File: src/hw/rtl/lic_pkg.sv
// ----------------------------------------------------------------------------
// lic_pkg
// Shared types and constants of the level interrupt controller.
// ----------------------------------------------------------------------------
package lic_pkg;

  // Default number of register groups (eight sources each)
  localparam int NUM_GROUPS_DEF = 16;

  // Vector address limits and special vectors
  localparam logic [6:0] VEC_MIN      = 7'd6;
  localparam logic [6:0] VEC_LEVEL3   = 7'd6;
  localparam logic [6:0] VEC_LEVEL2   = 7'd8;
  localparam logic [7:0] BRK_VECTOR   = 8'h04;
  localparam logic [1:0] HW_EXTRA_CYC = 2'd3;

  // Exception levels
  localparam logic [1:0] LEVEL_1 = 2'd1;
  localparam logic [1:0] LEVEL_2 = 2'd2;
  localparam logic [1:0] LEVEL_3 = 2'd3;

  typedef enum logic [2:0] {
    OP_WR_EN   = 3'd0,
    OP_WR_REQ  = 3'd1,
    OP_RD_EN   = 3'd2,
    OP_RD_REQ  = 3'd3,
    OP_SWI     = 3'd4,
    OP_BRK     = 3'd5,
    OP_DEFINE  = 3'd6,
    OP_RELEASE = 3'd7
  } op_t;

  typedef enum logic [1:0] {
    ST_OK          = 2'd0,
    ST_BAD_BIT     = 2'd1,
    ST_BAD_VECTOR  = 2'd2,
    ST_ALREADY_DEF = 2'd3
  } status_t;

  typedef enum logic [2:0] {
    S_IDLE,
    S_LOAD,
    S_SCAN,
    S_STORE,
    S_FINISH
  } state_t;

  // One memory row holds everything of one group
  typedef struct packed {
    logic [7:0]      pend;
    logic [7:0]      en;
    logic [7:0][6:0] vec;
  } row_t;

  typedef struct packed {
    logic [7:0] read_data;
    logic       taken;
    logic [1:0] new_level;
    logic [7:0] vector_address;
    logic       clear_master_enable;
    logic [1:0] extra_cycles;
    logic       wake;
    logic [1:0] status;
  } result_t;

endpackage

File: src/hw/rtl/level_interrupt_controller_core.sv
// States: reads, swi, brk, release, out-of-range groups and bad-bit defines pass through
//   LOAD, FINISH; other defines LOAD, STORE, FINISH; en/req writes LOAD, SCAN, STORE, FINISH.
// One request at a time, taken only in IDLE once the last result is passed on; write enable or
//   request is set by the eight-step source scan through the single shared vector compare.
// Reset (rst, synchronous): clears the sequencer, output valid, acceptance mask and the
//   per-group row valid bits; an unwritten group reads as all zero. No clearing pass.
// ----------------------------------------------------------------------------
// level_interrupt_controller_core
// Priority interrupt controller: per-group enable/request bytes, vector table,
// sequential source scan with a shared acceptance unit.
// ----------------------------------------------------------------------------
module level_interrupt_controller_core #(
  parameter int NUM_GROUPS = lic_pkg::NUM_GROUPS_DEF
) (
  input  logic        clk,
  input  logic        rst,
  input  logic        in_valid,
  output logic        in_ready,
  input  logic [2:0]  operation,
  input  logic [5:0]  group_index,
  input  logic [3:0]  bit_index,
  input  logic [7:0]  data_byte,
  input  logic [15:0] vector_in,
  input  logic [1:0]  cpu_level,
  input  logic        cpu_master_enable,
  output logic        out_valid,
  input  logic        out_ready,
  output logic [7:0]  read_data,
  output logic        taken,
  output logic [1:0]  new_level,
  output logic [7:0]  vector_address,
  output logic        clear_master_enable,
  output logic [1:0]  extra_cycles,
  output logic        wake,
  output logic [1:0]  status
);

  localparam int GW = (NUM_GROUPS > 1) ? $clog2(NUM_GROUPS) : 1;

  lic_pkg::state_t state, state_next;

  // Group memory and row valid bits
  lic_pkg::row_t         mem [NUM_GROUPS];
  lic_pkg::row_t         rd_q;
  logic                  rvalid_q;
  logic [NUM_GROUPS-1:0] row_valid;

  // Request registers
  lic_pkg::op_t op_q;
  logic [5:0]   g_q;
  logic [3:0]   bit_q;
  logic [7:0]   data_q;
  logic [15:0]  vin_q;
  logic [1:0]   lvl_q;
  logic         mie_q;
  logic         ok_q;

  // Working row and scan counter
  logic [7:0]      en_q;
  logic [7:0]      pend_q;
  logic [7:0][6:0] vec_q;
  logic [2:0]      cnt;
  logic            mask;

  lic_pkg::result_t res_q, out_q;

  logic             accept;
  logic             ok_in;
  logic             load_row;
  logic             scan_step;
  logic             mem_we;
  logic             finish;
  lic_pkg::row_t    row_eff;
  lic_pkg::row_t    row_wr;
  logic [GW-1:0]    wr_addr;

  // Shared acceptance unit signals
  logic [6:0] sv;
  logic       sv_ok;
  logic       s_raise;
  logic       s_en;
  logic       s_cond;
  logic [1:0] s_lvl;

  assign accept  = in_valid && in_ready;
  assign ok_in   = {1'b0, group_index} < 7'(NUM_GROUPS);
  assign row_eff = rvalid_q ? rd_q : '0;
  assign wr_addr = g_q[GW-1:0];

  // Next state
  always_comb begin
    state_next = state;
    case (state)
      lic_pkg::S_IDLE: begin
        if (accept) state_next = lic_pkg::S_LOAD;
      end
      lic_pkg::S_LOAD: begin
        if (ok_q && (op_q == lic_pkg::OP_WR_EN || op_q == lic_pkg::OP_WR_REQ)) begin
          state_next = lic_pkg::S_SCAN;
        end else if (op_q == lic_pkg::OP_DEFINE && ok_q && !bit_q[3]) begin
          state_next = lic_pkg::S_STORE;
        end else begin
          state_next = lic_pkg::S_FINISH;
        end
      end
      lic_pkg::S_SCAN: begin
        if (cnt == 3'd7) state_next = lic_pkg::S_STORE;
      end
      lic_pkg::S_STORE: state_next = lic_pkg::S_FINISH;
      lic_pkg::S_FINISH: begin
        if (!out_valid || out_ready) state_next = lic_pkg::S_IDLE;
      end
      default: state_next = lic_pkg::S_IDLE;
    endcase
  end

  // Sequencer outputs
  always_comb begin
    in_ready  = 1'b0;
    load_row  = 1'b0;
    scan_step = 1'b0;
    mem_we    = 1'b0;
    finish    = 1'b0;
    case (state)
      lic_pkg::S_IDLE:   in_ready  = 1'b1;
      lic_pkg::S_LOAD:   load_row  = 1'b1;
      lic_pkg::S_SCAN:   scan_step = 1'b1;
      lic_pkg::S_STORE:  mem_we    = 1'b1;
      lic_pkg::S_FINISH: finish    = !out_valid || out_ready;
      default: ;
    endcase
  end

  always_ff @(posedge clk) begin
    if (rst) state <= lic_pkg::S_IDLE;
    else     state <= state_next;
  end

  // Group memory: row read on request, row write-back in store
  always_ff @(posedge clk) begin
    if (accept) rd_q <= mem[group_index[GW-1:0]];
    if (mem_we) mem[wr_addr] <= row_wr;
  end

  always_ff @(posedge clk) begin
    if (rst) begin
      row_valid <= '0;
      rvalid_q  <= 1'b0;
    end else begin
      if (accept) rvalid_q <= row_valid[group_index[GW-1:0]];
      if (mem_we) row_valid[wr_addr] <= 1'b1;
    end
  end

  assign row_wr.pend = pend_q;
  assign row_wr.en   = en_q;
  assign row_wr.vec  = vec_q;

  // Shared acceptance unit: one source per scan step
  always_comb begin
    sv      = vec_q[cnt];
    sv_ok   = sv >= lic_pkg::VEC_MIN;
    s_raise = data_q[cnt] && sv_ok;
    s_en    = en_q[cnt];
    s_cond  = s_en && !mask;
    if (sv == lic_pkg::VEC_LEVEL3) begin
      s_lvl = lic_pkg::LEVEL_3;
    end else if (sv == lic_pkg::VEC_LEVEL2) begin
      s_cond = s_cond && (lvl_q <= 2'd2);
      s_lvl  = lic_pkg::LEVEL_2;
    end else begin
      s_cond = s_cond && mie_q && (lvl_q <= 2'd1);
      s_lvl  = lic_pkg::LEVEL_1;
    end
  end

  // Request capture
  always_ff @(posedge clk) begin
    if (accept) begin
      op_q   <= lic_pkg::op_t'(operation);
      g_q    <= group_index;
      bit_q  <= bit_index;
      data_q <= data_byte;
      vin_q  <= vector_in;
      lvl_q  <= cpu_level;
      mie_q  <= cpu_master_enable;
      ok_q   <= ok_in;
    end
  end

  // Operation datapath
  always_ff @(posedge clk) begin
    if (rst) begin
      mask <= 1'b0;
      cnt  <= '0;
    end else if (load_row) begin
      cnt   <= '0;
      en_q  <= row_eff.en;
      pend_q <= row_eff.pend;
      vec_q <= row_eff.vec;
      res_q <= '0;
      case (op_q)
        lic_pkg::OP_WR_EN: en_q <= '0;
        lic_pkg::OP_WR_REQ: pend_q <= data_q;
        lic_pkg::OP_RD_EN: begin
          if (ok_q) res_q.read_data <= row_eff.en;
        end
        lic_pkg::OP_RD_REQ: begin
          if (ok_q) res_q.read_data <= row_eff.pend;
        end
        lic_pkg::OP_SWI: begin
          mask                      <= 1'b1;
          res_q.taken               <= 1'b1;
          res_q.new_level           <= lic_pkg::LEVEL_1;
          res_q.vector_address      <= {1'b1, g_q, 1'b0};
          res_q.clear_master_enable <= 1'b1;
        end
        lic_pkg::OP_BRK: begin
          mask                 <= 1'b1;
          res_q.taken          <= 1'b1;
          res_q.new_level      <= lic_pkg::LEVEL_2;
          res_q.vector_address <= lic_pkg::BRK_VECTOR;
        end
        lic_pkg::OP_DEFINE: begin
          if (!ok_q || bit_q[3]) begin
            res_q.status <= lic_pkg::ST_BAD_BIT;
          end else if (vin_q[15:7] != '0 || {vin_q[6:1], 1'b0} < lic_pkg::VEC_MIN) begin
            res_q.status <= lic_pkg::ST_BAD_VECTOR;
          end else if (row_eff.vec[bit_q[2:0]] != '0) begin
            res_q.status <= lic_pkg::ST_ALREADY_DEF;
          end else begin
            res_q.status          <= lic_pkg::ST_OK;
            vec_q[bit_q[2:0]]     <= {vin_q[6:1], 1'b0};
          end
        end
        lic_pkg::OP_RELEASE: mask <= 1'b0;
        default: ;
      endcase
    end else if (scan_step) begin
      cnt <= cnt + 3'd1;
      if (op_q == lic_pkg::OP_WR_EN) begin
        if (s_raise) en_q[cnt] <= 1'b1;
      end else if (s_raise) begin
        if (s_cond) begin
          mask                      <= 1'b1;
          res_q.taken               <= 1'b1;
          res_q.new_level           <= s_lvl;
          res_q.vector_address      <= {1'b0, sv};
          res_q.clear_master_enable <= (s_lvl == lic_pkg::LEVEL_1);
          res_q.extra_cycles        <= lic_pkg::HW_EXTRA_CYC;
          pend_q[cnt]               <= 1'b0;
        end else begin
          pend_q[cnt] <= 1'b1;
        end
        if (s_en) res_q.wake <= 1'b1;
      end
    end
  end

  // Output register
  always_ff @(posedge clk) begin
    if (rst) begin
      out_valid <= 1'b0;
    end else if (finish) begin
      out_valid <= 1'b1;
    end else if (out_ready) begin
      out_valid <= 1'b0;
    end
  end

  always_ff @(posedge clk) begin
    if (finish) out_q <= res_q;
  end

  assign read_data           = out_q.read_data;
  assign taken               = out_q.taken;
  assign new_level           = out_q.new_level;
  assign vector_address      = out_q.vector_address;
  assign clear_master_enable = out_q.clear_master_enable;
  assign extra_cycles        = out_q.extra_cycles;
  assign wake                = out_q.wake;
  assign status              = out_q.status;

endmodule
File: config.mk
export PLATFORM = sky130hd
export DESIGN_NAME = level_interrupt_controller_core
export DESIGN_NICKNAME = d
export VERILOG_FILES = /design/src/hw/rtl/lic_pkg.sv /design/src/hw/rtl/level_interrupt_controller_core.sv
export SDC_FILE = /design/constraint.sdc
export NUM_CORES = 1
export LEC_CHECK = 0
export BUFFER_PORTS_ARGS = -buffer_cell sky130_fd_sc_hd__buf_2
export CAP_MARGIN = 40
export CORE_MARGIN = 2
export CORE_UTILIZATION = 50
export CTS_BUF_LIST = sky130_fd_sc_hd__clkbuf_8
export CTS_CLUSTER_DIAMETER = 80
export DETAILED_ROUTE_END_ITERATION = 8
export PLACE_DENSITY = 0.68
export SLEW_MARGIN = 20
export SYNTH_ARGS = -nofsm -noshare
export SYNTH_HDL_FRONTEND = slang
export SYNTH_SLANG_ARGS = --single-unit
File: constraint.sdc
create_clock -name clk -period 7.15 [get_ports clk]
set_input_delay 0.3575 -clock clk [delete_from_list [all_inputs] [get_ports clk]]
set_output_delay 0.3575 -clock clk [all_outputs]
set_load 0.01 [all_outputs]
== Word level (Yosys, flattened, before mapping) ==
Memories as Yosys holds them, arrays and structs flattened. A register that Yosys moved wholly into a read port is not among the register bits.
Index checks and enable logic that the tools add are counted.

* Input bits: 44
* RAM bits: 1152
* Memories: 1
* Output and inout port bits: 27
* Register bits after elaboration: 188

* Eq/ne operators: 20
* Magnitude comparators: 12
* Mux-type cells: 72
* Reduce and logical (&&, ||, !) cells: 40
* Bitwise operators: 7
* Add/subtract/negate cells: 1

{| class="wikitable"
|+ Memories
! name !! depth !! bits a word !! read ports !! clocked after memory_dff !! write ports !! line !! text
|-
| mem || 16 || 72 || 1 || 1 || 1 || level_interrupt_controller_core.sv:43 || <nowiki>lic_pkg::row_t mem [NUM_GROUPS];</nowiki>
|}

{| class="wikitable"
|+ Operators by type and width
! kind !! count
|-
| 56-bit 2-to-1 mux || 4
|-
| 8-bit 2-to-1 mux || 13
|-
| 72-bit 2-to-1 mux || 1
|-
| 15-bit 2-to-1 mux || 4
|-
| 56-bit bitwise mux || 1
|-
| 7-bit binary-select mux with 3-bit select || 2
|-
| 1-bit 2-to-1 mux || 24
|-
| 11-bit case mux with 2 select lines || 1
|-
| 7-bit demux with 3-bit select || 1
|-
| 7-bit 2-to-1 mux || 3
|-
| 3-bit equality test, second input constant || 6
|-
| 16-bit bitwise OR || 1
|-
| 8-bit bitwise OR || 2
|-
| 8-bit case mux with 2 select lines || 1
|-
| 3-bit 2-to-1 mux || 5
|-
| 3-bit case mux with 5 select lines || 1
|-
| 5-bit AND reduction || 3
|-
| 14-bit 2-to-1 mux || 1
|-
| 3-bit by 2-bit equality test with 1-bit output, second input constant || 4
|-
| 1-bit logical AND || 12
|-
| 2-bit nonzero test || 6
|-
| 4-bit by 5-bit < comparator with 1-bit output, second input constant || 2
|-
| 9-bit nonzero test || 1
|-
| 8-bit bitwise AND || 1
|-
| 31 further kinds || 52
|}

== Depth between registers and ports, before layout ==
Gate-level depths: netlist of the first run.

* Depth in word-level cells: 12
* Mapped depth: 9
* Depth with buffers taken out: 7

== Worst setup path before layout of the first run ==
OpenSTA, ideal clock, no wires.

* Path kind: reg-to-reg
* Start point: register state[2]
* End point: memory mem[0][0] (netlist bit), enable pin
* Stages on the path, launching flop included: 6
* Slack: 0.519 ns
* Setup time: 0.593 ns
* Path buffers: 1
* Arrival: 6.038 ns
* Cell sequence: dfxtp_1 -> clkbuf_1 -> nor2b_1 -> nand2_1 -> or3_1 -> nor3_1

* Word-level cells in the longest chain between the ends: 4

{| class="wikitable"
|+ Ends and longest elaborated chain
! item !! line !! text
|-
| from (decl) || level_interrupt_controller_core.sv:40 || <nowiki>lic_pkg::state_t state, state_next;</nowiki>
|-
| from (signal assigned) || level_interrupt_controller_core.sv:135 || <nowiki>if (rst) state <= lic_pkg::S_IDLE;</nowiki>
|-
| from (signal assigned) || level_interrupt_controller_core.sv:136 || <nowiki>else state <= state_next;</nowiki>
|-
| 3-bit by 2-bit equality test with 1-bit output || level_interrupt_controller_core.sv:124 || <nowiki>case (state)</nowiki>
|-
| 1-bit 2-to-1 mux || level_interrupt_controller_core.sv:124 ||
|-
| 1-bit 2-to-1 mux || level_interrupt_controller_core.sv:142 || <nowiki>if (mem_we) mem[wr_addr] <= row_wr;</nowiki>
|-
| 1-bit 2-to-1 mux (implied by the code) || level_interrupt_controller_core.sv:142 ||
|-
| to (decl) || level_interrupt_controller_core.sv:43 ||
|}

Every way passes these cells.

== Worst setup path after layout of the first run ==
* Start point: register cnt[0]
* End point: register res_q[9] (netlist bit), enable pin

* Word-level cells in the longest chain between the ends: 9

{| class="wikitable"
|+ Ends and longest elaborated chain
! item !! line !! text
|-
| from (decl) || level_interrupt_controller_core.sv:62 || <nowiki>logic [2:0] cnt;</nowiki>
|-
| from (signal assigned) || level_interrupt_controller_core.sv:240 || <nowiki>cnt <= cnt + 3'd1;</nowiki>
|-
| parallel branches: the longest is 8 deep, another holds 7-bit by 3-bit >= comparator with 1-bit output || - ||
|-
| 5-bit AND reduction (no source line) (*) || - ||
|-
| to (decl) || level_interrupt_controller_core.sv:65 || <nowiki>lic_pkg::result_t res_q, out_q;</nowiki>
|}

Mark *: on every way between the ends. The select of a mux whose other input is x is not followed.
A chain may end at the register's enable or synchronous reset.

==> results.cfg, run 1 <==
[cells_and_area]
regArea_um2 = 42100
fin_util = 0.566
fillCellCount = 7681
fin_nets = 2638
drive_above_1_share = 0.290
final_cells = 4173
syn2layout_area_growth_pct = 12.8
final_cell_mix = edfxtp_1, mux4_2, clkbuf_8
multiInputGateArea_um2 = 11000
layout_commonest_cell = edfxtp_1

[synthesis]
syn-cell-area_um2 = 53500
yosysSeqAreaShare = 0.786
synth_compound_area_frac = 0.0137
synthMuxAreaShare = 0.166
ys_types = 54
synth_area_per_cell_um2 = 23.1
synth_xor_area_frac = 0.000164
synth_edf_count = 1384
synth_top_family_by_area = multiplexers
ys.flop_type = edfxtp_1
synth_simple_gate_area_share = 0.0227
yosys_warnings = 0
async_reset_ff_frac = 0
synthAdderAreaFrac = 0.000468
syn_nets = 2365
ys_ff_latch = 1409
postSynthCellCount = 2319

[timing]
maxSlewHeadroom = 0.171
rsz0062_at_grt = false
finalHoldViolations = 0
fin_setup_tns_ns = 0
holdWs_ns = 0.168
slew_viol_final = 0
fin_skew_ns = 0.0527
tightest_slew_ns = 1.24
max_freq_mhz = 237
fin_crit_sh = 0.590
setup_violations = 0
min_period_ns = 4.21

[floorplanning]
start_util = 0.502
fp.dieW_um = 331
num_rows = 120
die_y_um = 331
core_um2 = 107000
dieArea_um2 = 110000
ios = 71

[worst_hold_path]
hp-start = group_index[2]
holdCritPathClass = in -> reg

[power_and_ir_drop]
total_power_w = 0.0156
ir_drop_v = 0.000166
cellLeakagePower_nw = 19.1
powerDensity_nw_per_um2 = 258

[global_route]
grt-ovfl-total = 0
grt_max_degree = 138
grt_pass1_vias = 26200
grt_pass1_wl_mm = 180
antenna_found_initial = 6
track_usage = 0.231

[route]
vias = 25600
dr.first_iter.drc_count = 3422
viasPerCell = 6.13
dr.pass1.iters = 5
ant_nets = 0
drc_errors = 0
wl_per_cell_um = 29.7
routed_wl_mm = 124

[cts]
clock-sinks = 1409
cts_root_buf = clkbuf_8
h-tree-depth = 4
clockBufferDepth = 3
insertion_delay_ns = 0.88
tritoncts = yes
cts_buffers = 208
ctsResizeCount = 0
clk_pin_slew_ns = 0.06

[worst_setup_path]
path_class = reg -> reg
cp.required_ns = 7.73
critPathLaunch = cnt[0]$_SDFFE_PP0P_
crit_chain = buf_4 -> mux4_1 -> mux2i_2 -> a41o_1 -> o31ai_4 -> o21ai_4 -> nor2b_1 -> buf_4
end_kind = flop
worst_setup_path_start_kind = flop
cp_slowest_cell = dfxtp_1
cp_max_fo = 15
cp_common_cell = buf_4
reg2reg_from = cnt[0]$_SDFFE_PP0P_
slowest_delay_ns = 0.70
cp.arrival_ns = 4.79

[placement]
hpwl_mm = 67.8
place_inst = 3737
portBuffers = 69
gp_congestion = 0.814

[run]
drv_cap = 0

[status]
status = completed
==> stage by stage <==
stage          instance area, µm²  worst slack (ns)
3_3_place_gp                55700              2.91
2_1_floorplan               53500             0.519
6_report                    60400              2.94
3_5_place_dp                56100              3.10
4_1_cts                     60200              3.07
5_1_grt                     60400              2.79
==> Yosys cell counts, drive strengths merged (10+ instances only) <==
master  instances  area share
a21oi          29      0.0027
and2           12      0.0014
buf            57      0.0056
clkbuf         60      0.0042
dfxtp          25      0.0094
edfxtp       1384        0.78
inv            10     0.00070
mux2i          22      0.0049
mux4          382        0.16
nand2          86      0.0060
nand4          14      0.0018
nor2           60      0.0042
nor2b          12      0.0014
nor3           12      0.0011
nor4           14      0.0016
o21ai          68      0.0066
==> cells by family (layout without fill, tap and decap cells) <==
group,count (synthesis),after routing
xor+xnor,1,1
simple gates,248,248
other cells,0,3
fa+ha+maj,2,2
mux,405,405
flops,1409,1409
buf+inv,128,576
compound gates,126,126
==> area by class of cell <==
class / instances / share of cell area
multi-input cells: 782 / 0.182
diodes: 3 / 0.000124
well taps: 1403 / 0.0291
inverters: 11 / 0.000684
clock buffers: 216 / 0.0492
repair buffers: 180 / 0.0291
clock inverters: 169 / 0.0127
flip-flops and latches: 1409 / 0.697
==> worst max-delay path: cells and delay by family, from the launching register on <==
family	cells	cell delay, ns
and+or+nand+nor	1	0.49
buffers and inverters	2	0.73
muxes	2	1.19
DFF	1	0.70
AOI/OAI and AO/OA	3	0.80
==> per-layer routing <==
layer  vias to the layer above  wire length, µm  GRT usage  share of wire
li1                      10400                -          -              -
met4                         0             2160     0.0627          0.017
met1                     13600            50000      0.337           0.40
met3                       170            11900     0.0469          0.096
met5                         -                0          0              0
met2                      1354            60000      0.362           0.48
==> state kept, by name, indices dropped and copies added (netlist names), 2 cells and up, named ones only <==
name	cells
status	2
op_q	3
row_wr	56
data_q	8
g_q	6
state	3
row_valid	16
res_q	24
rd_q	72
lvl_q	2
vin_q	15
cnt	3
bit_q	4
vector_address	8
read_data	8
en_q	8
new_level	2
mem	1152
==> path summary, 6_finish.rpt <==
check / endpoint / slack, ns / cells past startpoint
worst max-delay path: res_q[9]$_DFFE_PP_ / 2.94 / 8
worst min-delay path: rd_q[35]$_DFFE_PP_ / 0.17 / 2
worst max register to register: res_q[9]$_DFFE_PP_ / 2.94 / 8
worst min register to register: read_data[2]$_DFFE_PP_ / 0.42 / 0
==> repair_timing <==
item | CTS | global route
setup buffers | 0 | 0
hold buffers | 38 | 0
endpoints found under the hold margin | 52 | 0
==> power by group <==
group	switching (W)	leakage, nW	total [W]	internal (W)
registers	0.000103	12.8	0.00919	0.00909
logic	0.000289	4.12	0.000567	0.000278
clock network	0.00302	2.18	0.00583	0.00281
total	0.00341	19.1	0.0156	0.0122
Power figures use the tool's default switching activity.
==> inputs of run 2 (changes only) <==
==> constraint.sdc (replaced) <==
create_clock -name clk -period 4.1 [get_ports clk]
set_input_delay 0.205 -clock clk [delete_from_list [all_inputs] [get_ports clk]]
set_output_delay 0.205 -clock clk [all_outputs]
set_load 0.01 [all_outputs]
==> results.cfg, run 2 (same netlist as run 1, synthesis figures left out) <==
[status]
status = completed

[route]
ant_nets = 0
wl_per_cell_um = 29.6
dr.first_iter.drc_count = 3596
drc_errors = 0
dr.pass1.iters = 6
routed_wl_mm = 125
vias = 25900
viasPerCell = 6.14

[cells_and_area]
fin_nets = 2681
multiInputGateArea_um2 = 11000
fillCellCount = 7575
drive_above_1_share = 0.290
fin_util = 0.572
regMostFlops = mem
syn2layout_area_growth_pct = 14.0
final_cell_mix = edfxtp_1, mux4_2, clkbuf_8
regArea_um2 = 42100
largest_reg_flops = 1152
layout_commonest_cell = edfxtp_1

[worst_hold_path]
whs_path_depth = 2
hp-start = data_byte[2]
min_to = data_q[2]$_DFFE_PP_
holdCritPathClass = in -> reg

[worst_setup_path]
end_kind = flop
cp.required_ns = 4.74
reg2reg_slack_ns = 0.73
reg2reg_from = cnt[0]$_SDFFE_PP0P_
reg2reg_to = res_q[16]$_SDFFCE_PN1P_
crit_chain = buf_4 -> mux4_1 -> mux2i_4 -> o211ai_1 -> o211ai_1 -> a21o_1 -> nor2b_1 -> buf_4
reg2reg_depth = 8
path_class = reg -> reg
path_buf_inv = 2
cp_slowest_cell = dfxtp_1
path_delay_family = multiplexers
cp_max_fo = 13
worst_setup_path_start_kind = flop
cp.arrival_ns = 4.01
slowest_delay_ns = 0.70

[placement]
dp_slack_ns = 0.817
hpwl_mm = 68.4
gp_congestion = 0.846
portBuffers = 69

[floorplanning]
die_y_um = 331
ios = 71
core_um2 = 107000
fp.dieW_um = 331
start_util = 0.502
dieArea_um2 = 110000
num_rows = 120

[global_route]
grt_max_degree = 75
grt-ovfl-total = 0
antenna_found_initial = 7
grt_pass1_wl_mm = 179
track_usage = 0.232
grt_pass1_vias = 26700

[timing]
maxSlewHeadroom = 0.413
slew_viol_final = 0
max_freq_mhz = 297
setup_violations = 0
fin_skew_ns = 0.0524
tightest_slew_ns = 0.873
finalHoldViolations = 0
fin_crit_sh = 0.822
holdWs_ns = 0.0543
min_period_ns = 3.37
finalWorstSetupSlack_ns = 0.730
rsz0062_at_grt = false

[power_and_ir_drop]
powerDensity_nw_per_um2 = 457
ir_drop_v = 0.000318
cellLeakagePower_nw = 19.3

[cts]
clock-sinks = 1409
tritoncts = yes
h-tree-depth = 4
insertion_delay_ns = 0.91
clk_pin_slew_ns = 0.06
cts_buffers = 212
clockBufferDepth = 3
cts_root_buf = clkbuf_8
ctsResizeCount = 0

[run]
drv_cap = 0
run 2: cell count changes in the layout (fill, tap and decap cells not counted), sizes merged:
cell / before / now
buf: 139 / 150
bufinv: 0 / 7
clkbuf: 218 / 216
clkinv: 86 / 100
clkinvlp: 4 / 3
dlygate4sd3: 38 / 68
inv: 90 / 80
run 2: stage by stage:
stage               cells  TNS (ns)  total power [W]  cell area [µm²]
floorplan            2319   -144.34           0.0169            53600
global placement     3746         0           0.0173            56100
detailed placement   3754         0           0.0173            56300
CTS                  4217         0           0.0280            60900
global route         4220         0           0.0287            61000
finish               4222         0           0.0278            61000
run 2: power breakdown:
group	switching (W)	internal, W	total, W
Sequential	0.000187	0.0159	0.0160
Combinational	0.000521	0.000511	0.00103
Clock	0.00538	0.00539	0.0108
Total	0.00609	0.0218	0.0278
run 2: cell type report:
class                           count  area share
Inverter                           11    0.000677
Clock inverter                    179      0.0166
Antenna cell                        3    0.000123
Timing Repair Buffer              219      0.0345
Tap cell                         1403      0.0288
Clock buffer                      216      0.0487
Sequential cell                  1409       0.690
Multi-Input combinational cell    782       0.181
run 2: per-layer routing:
layer,vias up,part of all wire,GRT usage
met1,13800,0.38,0.319
met5,-,0.00031,0
met3,247,0.10,0.0592
met4,6,0.028,0.0821
met2,1384,0.49,0.364
li1,10500,-,-
run 2: worst max path at each step:
stage,from,to,cells after the start
2_1_floorplan,state[2]$_SDFFE_PP0P_,mem[12][0]$_DFFE_PP_,5
3_3_place_gp,cnt[0]$_SDFFE_PP0P_,res_q[6]$_SDFFCE_PP0P_,8
3_5_place_dp,cnt[0]$_SDFFE_PP0P_,res_q[12]$_DFFE_PP_,8
4_1_cts,cnt[0]$_SDFFE_PP0P_,res_q[15]$_DFFE_PP_,8
5_1_grt,cnt[0]$_SDFFE_PP0P_,res_q[14]$_DFFE_PP_,8
6_report,cnt[0]$_SDFFE_PP0P_,res_q[16]$_SDFFCE_PN1P_,8
run 2: what timing repair did:
action,CTS,global route
buffers inserted,0,0
hold buffers,68,0
hold endpoints to repair,80,0
